$ cat src/uhed_pkg.sv
package uhed_pkg;

  localparam int unsigned BYTE_W     = 8;
  localparam int unsigned LEN_W      = 16;
  localparam int unsigned HLEN_W     = 6;
  localparam int unsigned CFG_IDX_W  = 3;
  localparam int unsigned CFG_DATA_W = 16;
  // most output bytes a single input byte can cause
  localparam int unsigned NRES       = 9;
  localparam int unsigned CNT_W      = $clog2(NRES + 1);

  localparam logic [LEN_W-1:0]  UDP_HDR_BYTES = 16'd8;
  localparam logic [LEN_W-1:0]  MAX_LEN       = 16'hFFFF;
  localparam logic [HLEN_W-1:0] IPV6_HDR_LEN  = 6'd40;
  localparam logic [3:0]        IPV4_MIN_IHL  = 4'd5;
  localparam logic [7:0]        UDP_PROTO     = 8'd17;

  localparam logic             ENCAP_RST    = 1'b1;
  localparam logic             IPVER_RST    = 1'b0;
  localparam logic [7:0]       NEW_PROT_RST = 8'd17;
  localparam logic [LEN_W-1:0] PORT_RST     = 16'd0;

  typedef enum logic [CFG_IDX_W-1:0] {
    CFG_ENCAP_MODE  = 3'd0,
    CFG_IP_VERSION  = 3'd1,
    CFG_NEW_PROT    = 3'd2,
    CFG_SOURCE_PORT = 3'd3,
    CFG_DEST_PORT   = 3'd4
  } cfg_reg_t;

  typedef logic [NRES-1:0][BYTE_W-1:0] res_bytes_t;

  // ones' complement end-around fold of a sum of up to three 16-bit terms
  function automatic logic [LEN_W-1:0] csum_fold(input logic [LEN_W+1:0] s);
    logic [LEN_W:0] t;
    t = {1'b0, s[LEN_W-1:0]} + {15'd0, s[LEN_W+1:LEN_W]};
    return t[LEN_W-1:0] + {15'd0, t[LEN_W]};
  endfunction

endpackage

$ cat src/uhed_in_if.sv
interface uhed_in_if;
  import uhed_pkg::*;

  logic              valid;
  logic              ready;
  logic [BYTE_W-1:0] data_byte;
  logic [LEN_W-1:0]  packet_length;
  logic              last_byte;

  modport source (output valid, output data_byte, output packet_length, output last_byte,
                  input ready);
  modport sink   (input valid, input data_byte, input packet_length, input last_byte,
                  output ready);
endinterface

$ cat src/uhed_out_if.sv
interface uhed_out_if;
  import uhed_pkg::*;

  logic              valid;
  logic              ready;
  logic [BYTE_W-1:0] out_byte;
  logic              out_last;
  logic              drop;

  modport source (output valid, output out_byte, output out_last, output drop, input ready);
  modport sink   (input valid, input out_byte, input out_last, input drop, output ready);
endinterface

$ cat src/uhed_cfg_if.sv
interface uhed_cfg_if;
  import uhed_pkg::*;

  logic                  valid;
  logic                  ready;
  logic [CFG_IDX_W-1:0]  index;
  logic [CFG_DATA_W-1:0] data;

  modport source (output valid, output index, output data, input ready);
  modport sink   (input valid, input index, input data, output ready);
endinterface

$ cat src/udp_header_encap_decap_top.sv
// channel   dir  payload                                        handshake
// in_chan   in   data_byte[8] packet_length[16] last_byte[1]    valid/ready
// out_chan  out  out_byte[8] out_last[1] drop[1]                valid/ready
// cfg_chan  in   index[3] data[16]                              valid/ready (always ready)
//
// one input byte is taken per cycle while no results wait; its 0 to 9 output bytes
// are formed in one pass and held in a small result register that drains one byte
// per cycle while out ready; several results stall the input while they drain: at
// the encap header-closing byte and at a length or checksum byte, none elsewhere
// synchronous active-low reset clears the packet state and the config registers
// the next byte is taken in the cycle the last pending result is taken
module udp_header_encap_decap_top (
  input  logic       clk,
  input  logic       rst_n,
  uhed_in_if.sink    in_chan,
  uhed_out_if.source out_chan,
  uhed_cfg_if.sink   cfg_chan
);
  import uhed_pkg::*;

  localparam logic [LEN_W-1:0] OFF4_LEN_HI  = 16'd2;
  localparam logic [LEN_W-1:0] OFF4_LEN_LO  = 16'd3;
  localparam logic [LEN_W-1:0] OFF4_PROT    = 16'd9;
  localparam logic [LEN_W-1:0] OFF4_CSUM_HI = 16'd10;
  localparam logic [LEN_W-1:0] OFF4_CSUM_LO = 16'd11;
  localparam logic [LEN_W-1:0] OFF6_LEN_HI  = 16'd4;
  localparam logic [LEN_W-1:0] OFF6_LEN_LO  = 16'd5;
  localparam logic [LEN_W-1:0] OFF6_NEXT    = 16'd6;

  // configuration
  logic             encap_r;
  logic             ipv6_r;
  logic [7:0]       new_prot_r;
  logic [LEN_W-1:0] src_port_r;
  logic [LEN_W-1:0] dst_port_r;

  // packet state
  logic [LEN_W-1:0]  byte_offset_r, byte_offset_nxt;
  logic [HLEN_W-1:0] header_length_r, header_length_nxt;
  logic [LEN_W-1:0]  packet_total_r, packet_total_nxt;
  logic [BYTE_W-1:0] held_byte_r, held_byte_nxt;
  logic [LEN_W-1:0]  csum_delta_r, csum_delta_nxt;
  logic              discarding_r, discarding_nxt;

  // result register
  res_bytes_t        res_bytes_r, res_bytes_nxt;
  logic [CNT_W-1:0]  res_cnt_r, res_cnt_nxt;
  logic              res_last_r, res_last_nxt;
  logic              res_drop_r, res_drop_nxt;

  logic in_fire, out_fire, in_rdy;

  logic [BYTE_W-1:0] b;
  logic [LEN_W-1:0]  plen;
  logic              last;
  logic [LEN_W-1:0]  off;
  logic              first;
  logic [HLEN_W-1:0] hlen;
  logic [LEN_W:0]    off17, hl17, off_p1;
  logic              early_drop, in_hdr, special, drop_any;
  logic [LEN_W-1:0]  old_word, new_len, len_delta, prot_delta, csum_new, ulen;

  assign out_fire = out_chan.valid && out_chan.ready;
  assign in_rdy   = (res_cnt_r == '0) || ((res_cnt_r == CNT_W'(1)) && out_chan.ready);
  assign in_fire  = in_chan.valid && in_rdy;

  assign in_chan.ready     = in_rdy;
  assign cfg_chan.ready    = 1'b1;
  assign out_chan.valid    = (res_cnt_r != '0);
  assign out_chan.out_byte = res_bytes_r[0];
  assign out_chan.out_last = res_last_r && (res_cnt_r == CNT_W'(1));
  assign out_chan.drop     = res_drop_r;

  assign b     = in_chan.data_byte;
  assign plen  = in_chan.packet_length;
  assign last  = in_chan.last_byte;
  assign off   = byte_offset_r;
  assign first = (off == '0);

  always_comb begin
    if (!first) begin
      hlen = header_length_r;
    end else if (ipv6_r) begin
      hlen = IPV6_HDR_LEN;
    end else begin
      hlen = {b[3:0], 2'b00};
    end
  end

  assign off17  = {1'b0, off};
  assign hl17   = {{(LEN_W+1-HLEN_W){1'b0}}, hlen};
  assign off_p1 = off17 + 17'd1;
  assign in_hdr = (off17 < hl17);

  always_comb begin
    early_drop = 1'b0;
    if (first) begin
      if (!ipv6_r && (b[3:0] < IPV4_MIN_IHL)) begin
        early_drop = 1'b1;
      end
      if (encap_r) begin
        if (({1'b0, plen} + {1'b0, UDP_HDR_BYTES} > {1'b0, MAX_LEN}) ||
            ({1'b0, plen} < hl17)) begin
          early_drop = 1'b1;
        end
      end else if ({1'b0, plen} < hl17 + {1'b0, UDP_HDR_BYTES}) begin
        early_drop = 1'b1;
      end
    end
  end

  // length word and incremental checksum (delta folded ahead of the checksum bytes)
  assign old_word   = {held_byte_r, b};
  assign new_len    = encap_r ? old_word + UDP_HDR_BYTES : old_word - UDP_HDR_BYTES;
  assign len_delta  = csum_fold({2'b00, ~old_word} + {2'b00, new_len});
  assign prot_delta = csum_fold({2'b00, csum_delta_r} + {2'b00, ~{8'h00, b}} +
                                {10'd0, new_prot_r});
  assign csum_new   = ~csum_fold({2'b00, ~old_word} + {2'b00, csum_delta_r});
  assign ulen       = packet_total_r + UDP_HDR_BYTES - {{(LEN_W-HLEN_W){1'b0}}, hlen};

  always_comb begin
    res_bytes_nxt     = '0;
    res_cnt_nxt       = '0;
    res_last_nxt      = 1'b0;
    res_drop_nxt      = 1'b0;
    held_byte_nxt     = held_byte_r;
    csum_delta_nxt    = csum_delta_r;
    header_length_nxt = header_length_r;
    packet_total_nxt  = packet_total_r;
    discarding_nxt    = discarding_r;
    byte_offset_nxt   = byte_offset_r;
    special           = 1'b0;
    drop_any          = 1'b0;

    if (discarding_r) begin
      if (last) begin
        discarding_nxt  = 1'b0;
        byte_offset_nxt = '0;
      end
    end else begin
      if (first) begin
        packet_total_nxt  = plen;
        header_length_nxt = hlen;
      end
      drop_any = early_drop;
      if (!early_drop) begin
        if (in_hdr && !ipv6_r) begin
          special = 1'b1;
          if ((off == OFF4_LEN_HI) || (off == OFF4_CSUM_HI)) begin
            held_byte_nxt = b;
          end else if (off == OFF4_LEN_LO) begin
            res_bytes_nxt[0] = new_len[15:8];
            res_bytes_nxt[1] = new_len[7:0];
            res_cnt_nxt      = CNT_W'(2);
            csum_delta_nxt   = len_delta;
          end else if (off == OFF4_PROT) begin
            if (!encap_r && (b != UDP_PROTO)) begin
              drop_any = 1'b1;
            end else begin
              res_bytes_nxt[0] = new_prot_r;
              res_cnt_nxt      = CNT_W'(1);
            end
            // protocol term only joins the checksum when the byte changes
            if (b != new_prot_r) begin
              csum_delta_nxt = prot_delta;
            end
          end else if (off == OFF4_CSUM_LO) begin
            res_bytes_nxt[0] = csum_new[15:8];
            res_bytes_nxt[1] = csum_new[7:0];
            res_cnt_nxt      = CNT_W'(2);
          end else begin
            special = 1'b0;
          end
        end else if (in_hdr && ipv6_r) begin
          special = 1'b1;
          if (off == OFF6_LEN_HI) begin
            held_byte_nxt = b;
          end else if (off == OFF6_LEN_LO) begin
            res_bytes_nxt[0] = new_len[15:8];
            res_bytes_nxt[1] = new_len[7:0];
            res_cnt_nxt      = CNT_W'(2);
          end else if (off == OFF6_NEXT) begin
            if (!encap_r && (b != UDP_PROTO)) begin
              drop_any = 1'b1;
            end else begin
              res_bytes_nxt[0] = new_prot_r;
              res_cnt_nxt      = CNT_W'(1);
            end
          end else begin
            special = 1'b0;
          end
        end

        if (!special) begin
          if (encap_r) begin
            res_bytes_nxt[0] = b;
            res_cnt_nxt      = CNT_W'(1);
            if (off_p1 == hl17) begin
              res_bytes_nxt[1] = src_port_r[15:8];
              res_bytes_nxt[2] = src_port_r[7:0];
              res_bytes_nxt[3] = dst_port_r[15:8];
              res_bytes_nxt[4] = dst_port_r[7:0];
              res_bytes_nxt[5] = ulen[15:8];
              res_bytes_nxt[6] = ulen[7:0];
              res_bytes_nxt[7] = '0;
              res_bytes_nxt[8] = '0;
              res_cnt_nxt      = CNT_W'(NRES);
            end
          end else if (off_p1 < hl17) begin
            res_bytes_nxt[0] = b;
            res_cnt_nxt      = CNT_W'(1);
          end else if (off_p1 == hl17) begin
            held_byte_nxt = b;
          end else if (off17 == hl17 + 17'd7) begin
            // last header byte goes out with the final stripped byte
            res_bytes_nxt[0] = held_byte_r;
            res_cnt_nxt      = CNT_W'(1);
          end else if (off17 > hl17 + 17'd7) begin
            res_bytes_nxt[0] = b;
            res_cnt_nxt      = CNT_W'(1);
          end
        end

        // truncated before the header end or before the stripped header end
        if (last && (encap_r ? (off_p1 < hl17) : (off17 < hl17 + 17'd7))) begin
          drop_any = 1'b1;
        end
      end

      if (drop_any) begin
        res_bytes_nxt   = '0;
        res_cnt_nxt     = CNT_W'(1);
        res_last_nxt    = 1'b1;
        res_drop_nxt    = 1'b1;
        discarding_nxt  = !last;
        byte_offset_nxt = '0;
      end else if (last) begin
        res_last_nxt    = 1'b1;
        byte_offset_nxt = '0;
      end else if (off != MAX_LEN) begin
        byte_offset_nxt = off + 16'd1;
      end
    end
  end

  always_ff @(posedge clk) begin
    if (!rst_n) begin
      encap_r    <= ENCAP_RST;
      ipv6_r     <= IPVER_RST;
      new_prot_r <= NEW_PROT_RST;
      src_port_r <= PORT_RST;
      dst_port_r <= PORT_RST;
    end else if (cfg_chan.valid) begin
      case (cfg_chan.index)
        CFG_ENCAP_MODE:  encap_r    <= cfg_chan.data[0];
        CFG_IP_VERSION:  ipv6_r     <= cfg_chan.data[0];
        CFG_NEW_PROT:    new_prot_r <= cfg_chan.data[7:0];
        CFG_SOURCE_PORT: src_port_r <= cfg_chan.data;
        CFG_DEST_PORT:   dst_port_r <= cfg_chan.data;
        default: ;
      endcase
    end
  end

  always_ff @(posedge clk) begin
    if (!rst_n) begin
      byte_offset_r   <= '0;
      header_length_r <= '0;
      packet_total_r  <= '0;
      held_byte_r     <= '0;
      csum_delta_r    <= '0;
      discarding_r    <= 1'b0;
    end else if (in_fire) begin
      byte_offset_r   <= byte_offset_nxt;
      header_length_r <= header_length_nxt;
      packet_total_r  <= packet_total_nxt;
      held_byte_r     <= held_byte_nxt;
      csum_delta_r    <= csum_delta_nxt;
      discarding_r    <= discarding_nxt;
    end
  end

  always_ff @(posedge clk) begin
    if (!rst_n) begin
      res_cnt_r <= '0;
    end else if (in_fire) begin
      res_cnt_r <= res_cnt_nxt;
    end else if (out_fire) begin
      res_cnt_r <= res_cnt_r - CNT_W'(1);
    end
  end

  always_ff @(posedge clk) begin
    if (in_fire) begin
      res_bytes_r <= res_bytes_nxt;
      res_last_r  <= res_last_nxt;
      res_drop_r  <= res_drop_nxt;
    end else if (out_fire) begin
      res_bytes_r <= res_bytes_t'(res_bytes_r >> BYTE_W);
    end
  end

endmodule

$ cat src/flat_wrapper.sv
// flat-port wrapper written by rule: the top's interface ports become plain ports
module udp_header_encap_decap_top_flat import uhed_pkg::*;
  (clk, rst_n, in_chan_valid, in_chan_data_byte, in_chan_packet_length, in_chan_last_byte, in_chan_ready, out_chan_valid, out_chan_out_byte, out_chan_out_last, out_chan_drop, out_chan_ready, cfg_chan_valid, cfg_chan_index, cfg_chan_data, cfg_chan_ready);
  uhed_in_if in_chan_i ();
  uhed_out_if out_chan_i ();
  uhed_cfg_if cfg_chan_i ();
  input  logic clk;
  input  logic rst_n;
  input wire logic [$bits(in_chan_i.valid)-1:0] in_chan_valid;
  input wire logic [$bits(in_chan_i.data_byte)-1:0] in_chan_data_byte;
  input wire logic [$bits(in_chan_i.packet_length)-1:0] in_chan_packet_length;
  input wire logic [$bits(in_chan_i.last_byte)-1:0] in_chan_last_byte;
  output wire logic [$bits(in_chan_i.ready)-1:0] in_chan_ready;
  output wire logic [$bits(out_chan_i.valid)-1:0] out_chan_valid;
  output wire logic [$bits(out_chan_i.out_byte)-1:0] out_chan_out_byte;
  output wire logic [$bits(out_chan_i.out_last)-1:0] out_chan_out_last;
  output wire logic [$bits(out_chan_i.drop)-1:0] out_chan_drop;
  input wire logic [$bits(out_chan_i.ready)-1:0] out_chan_ready;
  input wire logic [$bits(cfg_chan_i.valid)-1:0] cfg_chan_valid;
  input wire logic [$bits(cfg_chan_i.index)-1:0] cfg_chan_index;
  input wire logic [$bits(cfg_chan_i.data)-1:0] cfg_chan_data;
  output wire logic [$bits(cfg_chan_i.ready)-1:0] cfg_chan_ready;
  assign in_chan_i.valid = in_chan_valid;
  assign in_chan_i.data_byte = in_chan_data_byte;
  assign in_chan_i.packet_length = in_chan_packet_length;
  assign in_chan_i.last_byte = in_chan_last_byte;
  assign in_chan_ready = in_chan_i.ready;
  assign out_chan_valid = out_chan_i.valid;
  assign out_chan_out_byte = out_chan_i.out_byte;
  assign out_chan_out_last = out_chan_i.out_last;
  assign out_chan_drop = out_chan_i.drop;
  assign out_chan_i.ready = out_chan_ready;
  assign cfg_chan_i.valid = cfg_chan_valid;
  assign cfg_chan_i.index = cfg_chan_index;
  assign cfg_chan_i.data = cfg_chan_data;
  assign cfg_chan_ready = cfg_chan_i.ready;
  udp_header_encap_decap_top u_core (.clk(clk), .rst_n(rst_n), .in_chan(in_chan_i), .out_chan(out_chan_i), .cfg_chan(cfg_chan_i));
endmodule
$ cat config.mk
export PLATFORM = sky130hd
export DESIGN_NAME = udp_header_encap_decap_top_flat
export DESIGN_NICKNAME = d
export VERILOG_FILES = /design/src/uhed_pkg.sv /design/src/uhed_in_if.sv /design/src/uhed_out_if.sv /design/src/uhed_cfg_if.sv /design/src/udp_header_encap_decap_top.sv /design/src/flat_wrapper.sv
export SDC_FILE = /design/constraint.sdc
export NUM_CORES = 1
export LEC_CHECK = 0
export BUFFER_PORTS_ARGS = -buffer_cell sky130_fd_sc_hd__buf_2
export CORE_MARGIN = 1.5
export CORE_UTILIZATION = 45
export CTS_BUF_LIST = sky130_fd_sc_hd__clkbuf_8
export DETAILED_ROUTE_END_ITERATION = 7
export SYNTH_ARGS = -nofsm -noshare
export SYNTH_HDL_FRONTEND = slang
export SYNTH_SLANG_ARGS = --single-unit
$ cat constraint.sdc
create_clock -name clk -period 10.51 [get_ports clk]
set_input_delay 2.102 -clock clk [delete_from_list [all_inputs] [get_ports clk]]
set_output_delay 2.102 -clock clk [all_outputs]
set_load 0.02 [all_outputs]
==> results_dict.tcl, run 1 <==
set metrics [dict create \
    hold_viol_final 0 \
    worstPathMaxFanout 10 \
    setup_ws_ps 1813 \
    clk_latency_ps 480 \
    cp_slowest_cell "nor4_1" \
    htree_levels 4 \
    async_reset_ff_frac 0 \
    end_kind "register" \
    total_leakage_power_uw 0.006062 \
    drv_slew 0 \
    dpl_cell_area_mm2 0.01427 \
    placedCellCount 2091 \
    holdPathStages 2 \
    cts_hold_buf 0 \
    clock-sinks 167 \
    path_clk_slew_ps 100 \
    final_cells 2124 \
    status "finished, final reports clean" \
    cp.required_ps 10870 \
    crit_path_start_kind "primary input" \
    cts.path.max_buffers 2 \
    arrival_ps 9060 \
    vias_per_cell 6.087 \
    grt_max_degree 77 \
    hold_class "reg2reg" \
    start_util 0.4608 \
    crit_top_cell "ha_1" \
    rsz0062_at_grt "false" \
    seq_area_frac_synth 0.2850 \
    dieArea_mm2 0.03165 \
    avgSynthCellArea_um2 8.032 \
    post-route-min-period_ps 8697 \
    relSlewSlack 0.2254 \
    gp_congestion 1.000 \
    vias 12930 \
    cts_resized 0 \
    finClkSkew_ps 26.11 \
    register_area_mm2 0.003924 \
    syn2layout_area_growth_pct 6.889 \
    holdCritStartpoint "u_core.src_port_r[7]" \
    post_drt_wl_per_cell_um 20.45 \
    cts_root_buf "clkbuf_8" \
    worstMarginPinSlew_ps 1158 \
    cpPeakStageDelay_ps 460 \
    synth_top_area_share 0.1585 \
    maxCapViolations 0 \
    hpwlAfterDp_um 33370 \
    grt_pass1_vias 11990 \
    die_w_um 177.9 \
    core_area_mm2 0.02987 \
    r2r-start "u_core.csum_delta_r[0]" \
    setup_viol 0 \
    cp_top_family "simple AND/OR/NAND/NOR gates" \
    synth_common_cells "nand2_1, a21oi_1, nor2_1" \
    worst-path-buf-inv 3 \
    num_rows 63 \
    route.detailed.drc 0 \
    syn-num-nets 1883 \
    pre_cts_slack_ps 1487 \
    p_per_area_mw_per_mm2 158.6 \
    drt_iter0_drc 1317 \
    port_buffers 60 \
    syn_area_mm2 0.01377 \
    synth_cell_type_count 91 \
    antenna_found_initial 2 \
    final_layout_size_suffix_gt1_frac 0.07905 \
    crit_start "in_chan_data_byte[3]" \
    worstSetupPathType "in2reg" \
    synth_cells 1714 \
    nFillCells 2916 \
    post-route-cell-area_mm2 0.01472 \
    yosys_register_bits 167 \
    critical_path_depth 31 \
    synth_area_leaders "dfxtp_1, edfxtp_1, ha_1" \
    cts_buffers 17 \
    die_y_um 177.9 \
    routed_wl_um 43430 \
    setup_tns_ps 0 \
    ant_nets 0 \
    synth-edff-count 58 \
    nets 1889 \
    yosys_warnings 0 \
    reg2regPathDepth 31 \
    synth_area_leader_cell "dfxtp_1" \
    cts_setup_buffers 0 \
    period_share 0.8275 \
    synth_most_common_cell "nand2_1" \
    clock.fmax_ghz 0.1150 \
    synthFlopType "dfxtp_1" \
    io_pins 62 \
    grt_usage 0.2764 \
    ir_drop_uv 94.64 \
    cts_tree "built" \
    grt_first_pass_wirelength_um 67170 \
    multi_input_area_mm2 0.009169 \
    grt_remaining_overflow 0 \
    drt_first_pass_iters 6 \
]
-- kinds of logic (layout without fill, tap and decap cells) --
family          count (synthesis)  count (layout)  synth area share
other cells                     1               2         0.0002724
buf+inv                       170             189           0.04953
xor+xnor                      120             120           0.07689
compound gates                524             524            0.2577
flops                         167             167            0.2850
fa+ha+maj                     120             120            0.1118
mux                            22              22           0.01627
simple gates                  590             590            0.2025
-- sequential cells by signal, summed over array words and instances (netlist names) --
register and flops:
u_core.res_bytes_r 48, u_core.csum_delta_r 16, u_core.new_prot_r 8, u_core.dst_port_r 16
u_core.encap_r 1, u_core.src_port_r 16, u_core.out_chan.out_byte 8, u_core.out_chan.drop 1
u_core.res_last_r 1, u_core.discarding_r 1, u_core.packet_total_r 16, u_core.ipv6_r 1
u_core.byte_offset_r 16, u_core.held_byte_r 8, u_core.header_length_r 6, u_core.res_cnt_r 4
-- per-layer routing --
| metal | track usage | share of wire | up-vias |
|---|---|---|---|
| met5 | 0 | 0.00030 | - |
| met4 | 0.08578 | 0.022 | 2 |
| met3 | 0.05484 | 0.070 | 56 |
| met2 | 0.4319 | 0.45 | 457 |
| met1 | 0.3814 | 0.46 | 6105 |
| li1 | - | - | 6308 |
-- worst register-to-register path: cells and delay by family, from the launching register on --
family / cells / cell delay [ps]
DFF: 1 / 440
and+or+nand+nor: 14 / 2830
AOI/OAI and AO/OA: 8 / 1750
adders and majority gates: 6 / 1680
xor gates and xnor gates: 1 / 170
buffers and inverters: 2 / 190
-- layout by cell type, fill, tap and decap left out, types with 7 or more instances in the layout --
master     instances
a211o_1            9
a211oi_1          21
a21o_1            31
a21oi_1          152
a22o_1            32
a22oi_1           16
a31oi_1           12
and2_1            13
and3_1            21
buf_2             60
buf_4              8
clkbuf_8          17
dfxtp_1          109
edfxtp_1          58
ha_1             115
inv_1             86
mux2i_1           19
nand2_1          224
nand2b_1          10
nand3_1           46
nand4_1           16
nor2_1           117
nor2b_1           17
nor3_1            43
nor4_1            21
o2111ai_1          7
o211a_1            7
o211ai_1          17
o21a_1            14
o21ai_0           81
o21bai_1          13
o22ai_1           20
o31ai_1           13
or2_2             10
or3_1             16
xnor2_1           67
xor2_1            52
-- path summary, 6_finish.rpt --
check	endpoint	slack [ps]
max	u_core.csum_delta_r[13]	1810
min	u_core.src_port_r[7]	460
max reg2reg	u_core.csum_delta_r[13]	3340
min reg2reg	u_core.src_port_r[7]	460
-- cell type report --
class	count	area share
Inverter	89	0.02270
Sequential cell	167	0.2666
Clock buffer	17	0.01590
Multi-Input combinational cell	1377	0.6231
Antenna cell	1	0.0001701
Tap cell	390	0.03316
Timing Repair Buffer	68	0.02449
Clock inverter	15	0.01386
-- through the flow --
| stage | total power, uW | utilization | hold WS (ps) |
|---|---|---|---|
| after floorplan | 1597 | - | 436.0 |
| after global placement | 1822 | 0.4778 | 440.6 |
| after detailed placement | 1834 | 0.4778 | 446.2 |
| after CTS | 2350 | 0.4925 | 461.8 |
| after global routing | 2490 | 0.4926 | 478.8 |
| final | 2334 | 0.4926 | 461.4 |
-- power by group --
part / total [uW] / internal (uW) / switching, uW
sequential: 949 / 877 / 72.7
clock: 514 / 207 / 306
combinational: 871 / 328 / 543
total: 2330 / 1410 / 922
Power figures use the tool's default switching activity.
==> run 2, diff against run 1 <==
--- a/config.mk
+++ b/config.mk
@@ -5,6 +5,7 @@
 export SDC_FILE = /design/constraint.sdc
 export NUM_CORES = 1
 export LEC_CHECK = 0
+export ABC_AREA = 1
 export BUFFER_PORTS_ARGS = -buffer_cell sky130_fd_sc_hd__buf_2
 export CORE_MARGIN = 1.5
 export CORE_UTILIZATION = 45
==> constraint.sdc (replaced) <==
create_clock -name clk -period 7 [get_ports clk]
set_input_delay 1.4 -clock clk [delete_from_list [all_inputs] [get_ports clk]]
set_output_delay 1.4 -clock clk [all_outputs]
set_load 0.02 [all_outputs]
==> results_dict.tcl, run 2 <==
set metrics [dict create \
    highest-signal-layer "met4" \
    syn2layout_area_growth_pct 17.80 \
    setup_ws_ps -80.21 \
    largest-register "u_core.res_bytes_r" \
    drt_iter0_drc 1224 \
    worstMarginPinSlew_ps 1093 \
    synth_area_leaders "dfxtp_1, nand2_1, edfxtp_1" \
    start_util 0.4593 \
    synth_top_family_by_area "simple AND/OR/NAND/NOR gates" \
    clock-sinks 167 \
    relSlewSlack 0.2693 \
    synth_common_cells "nand2_1, inv_1, nor2_1" \
    grt_remaining_overflow 0 \
    route.layer.met1.wl_um 24680 \
    synth_adder_area_share 0.1025 \
    muxShareOfSynthArea 0 \
    yosys.area_share.xor_xnor 0.04707 \
    hold_viol_final 0 \
    multi_input_area_mm2 0.01013 \
    routed_wl_um 54070 \
    synth_cells 2270 \
    reg2reg_slack_ps 410 \
    grt_pass1_vias 14910 \
    antenna_found_initial 0 \
    setup_tns_ps -190.3 \
    die_w_um 185.7 \
    violations "setup timing" \
    grt_usage 0.3175 \
    status "complete, but fails checks" \
    period_share 1.011 \
    avgSynthCellArea_um2 6.616 \
    num_rows 66 \
    die_y_um 185.7 \
    htree_levels 4 \
    diodes 0 \
    rsz0062_at_grt "true" \
    min_to "u_core.header_length_r[0]" \
    reg2reg_to "u_core.csum_delta_r[12]" \
    cts_buffers 17 \
    synth_compound_area_frac 0.1792 \
    grt_first_pass_wirelength_um 83340 \
    drv_slew 0 \
    core_area_mm2 0.03270 \
    largest_register_ffs 48 \
    cts_root_buf "clkbuf_8" \
    maxCapViolations 0 \
    async_reset_ff_frac 0 \
    vias 15890 \
    final_common_cell "nand2_1" \
    final_cell_mix "nand2_1, inv_1, nor2_1" \
    finClkSkew_ps 19.37 \
    synth-edff-count 58 \
    ir_drop_uv 367.9 \
    wl_met2_um 24820 \
    synth-simple-area-share 0.3111 \
    holdPathStages 2 \
    clock.fmax_ghz 0.1412 \
    power_uw 4494 \
    worstPathMaxFanout 4 \
    cp_slowest_cell "fa_2" \
    dieArea_mm2 0.03448 \
    total_leakage_power_uw 0.008308 \
    setup_viol 3 \
    cts.path.max_buffers 2 \
    p_per_area_mw_per_mm2 254.0 \
    route.detailed.drc 0 \
    synth_cell_type_count 69 \
    nets 2607 \
    seq_area_frac_synth 0.2613 \
    crit_path_start_kind "primary input" \
    cts_tree "built" \
    r2r-start "u_core.csum_delta_r[0]" \
    synth_area_leader_cell "dfxtp_1" \
    yosys_warnings 0 \
    cts_hold_buf 0 \
    cpPeakStageDelay_ps 410 \
    post-route-min-period_ps 7080 \
    hpwlAfterDp_um 42420 \
    wl_met3_um 3236 \
    register_area_mm2 0.003924 \
    vias_per_cell 5.494 \
    grt_max_degree 78 \
    cp.required_ps 7460 \
    synth_most_common_cell "nand2_1" \
    arrival_ps 7540 \
    drt_first_pass_iters 8 \
    post_drt_wl_per_cell_um 18.69 \
    synth_top_area_share 0.1453 \
    path_clk_slew_ps 120 \
    clk_latency_ps 510 \
    hold_class "reg2reg" \
    syn-num-nets 2439 \
    io_pins 62 \
    holdCritStartpoint "u_core.header_length_r[0]" \
    gp_congestion 0.9534 \
    final_layout_size_suffix_gt1_frac 0.1824 \
    worstSetupPathType "in2reg" \
    syn_area_mm2 0.01502 \
    end_kind "register" \
    reg2regPathDepth 53 \
    ant_nets 0 \
    synthFlopType "dfxtp_1" \
    port_buffers 60 \
    yosys_register_bits 167 \
    nFillCells 3376 \
]
-- run 2: changes by cell type in the layout (fill, tap and decap cells not counted), moves of 31 or more --
cell     before  now
nand2_1     224  483
inv_1        86  261
buf_4         8  160
nand3_1      46  153
nor2_1      117  213
o21ai_0      81  159
xnor2_1      67   22
a21oi_1     152  189
a22o_1       32    1
nand2_2       1   32
-- run 2: layout make-up --
type                            count  area share
Inverter                          302     0.06528
Multi-Input combinational cell   1732      0.5727
Clock buffer                       17     0.01323
Sequential cell                   167      0.2218
Tap cell                          442     0.03126
Timing Repair Buffer              218     0.08523
Clock inverter                     15     0.01047
-- run 2: worst max path at each step --
stage,cells past startpoint,to,start,slack (ps)
floorplan,55,u_core.csum_delta_r[14],in_chan_data_byte[4],-200
global placement,56,u_core.csum_delta_r[14],in_chan_data_byte[2],-720
detailed placement,56,u_core.csum_delta_r[14],in_chan_data_byte[2],-870
CTS,55,u_core.csum_delta_r[12],in_chan_data_byte[0],6
global route,54,u_core.csum_delta_r[12],in_chan_data_byte[4],-580
finish,55,u_core.csum_delta_r[12],in_chan_data_byte[0],-80
-- run 2: per-layer routing --
layer / GRT usage / vias up
li1: - / 7911
met1: 0.4360 / 7433
met2: 0.5188 / 476
met3: 0.03894 / 74
met4: 0.09516 / 0
met5: 0 / -
-- run 2: worst max-delay path, delay by kind of cell --
family                   cells  cell delay, ps
AND/OR/NAND/NOR             32            3280
buffers and inverters       10             770
adder cells (fa/ha/maj)      7            1450
XOR/XNOR                     1              80
AO/OA/AOI/OAI                5             560
-- run 2: kinds of logic after synthesis --
kind of cell,after synthesis
flip-flops,167
other,1
XOR/XNOR,76
AND/OR/NAND/NOR,1054
adder cells (fa/ha/maj),120
buffers and inverters,371
AO/OA/AOI/OAI,481
-- run 2: power breakdown --
group	total [uW]	switching, uW	internal [uW]	leakage, uW
Combinational	2250	1490	754	0.00664
Clock	755	475	280	0.000207
Sequential	1490	138	1350	0.00146
-- run 2: stage by stage --
| stage | worst slack [ps] | util | instances | instance area [um^2] | hold WS (ps) |
|---|---|---|---|---|---|
| finish | -80.21 | 0.5410 | 2893 | 17690 | 449.7 |
| CTS | 5.836 | 0.5324 | 2885 | 17410 | 453.0 |
| detailed placement | -870.5 | 0.5146 | 2843 | 16830 | 433.3 |
| floorplan | -201.7 | - | 2270 | 15260 | 412.4 |
| global placement | -717.2 | 0.5146 | 2843 | 16830 | 425.0 |
| global route | -582.8 | 0.5410 | 2893 | 17690 | 477.4 |
-- run 2: what timing repair did --
item	in CTS	in global routing
setup buffers	10	8
resized for setup	18	60
endpoints found under the setup margin	6	15
pin swaps	18	52
hold endpoints to repair	0	0
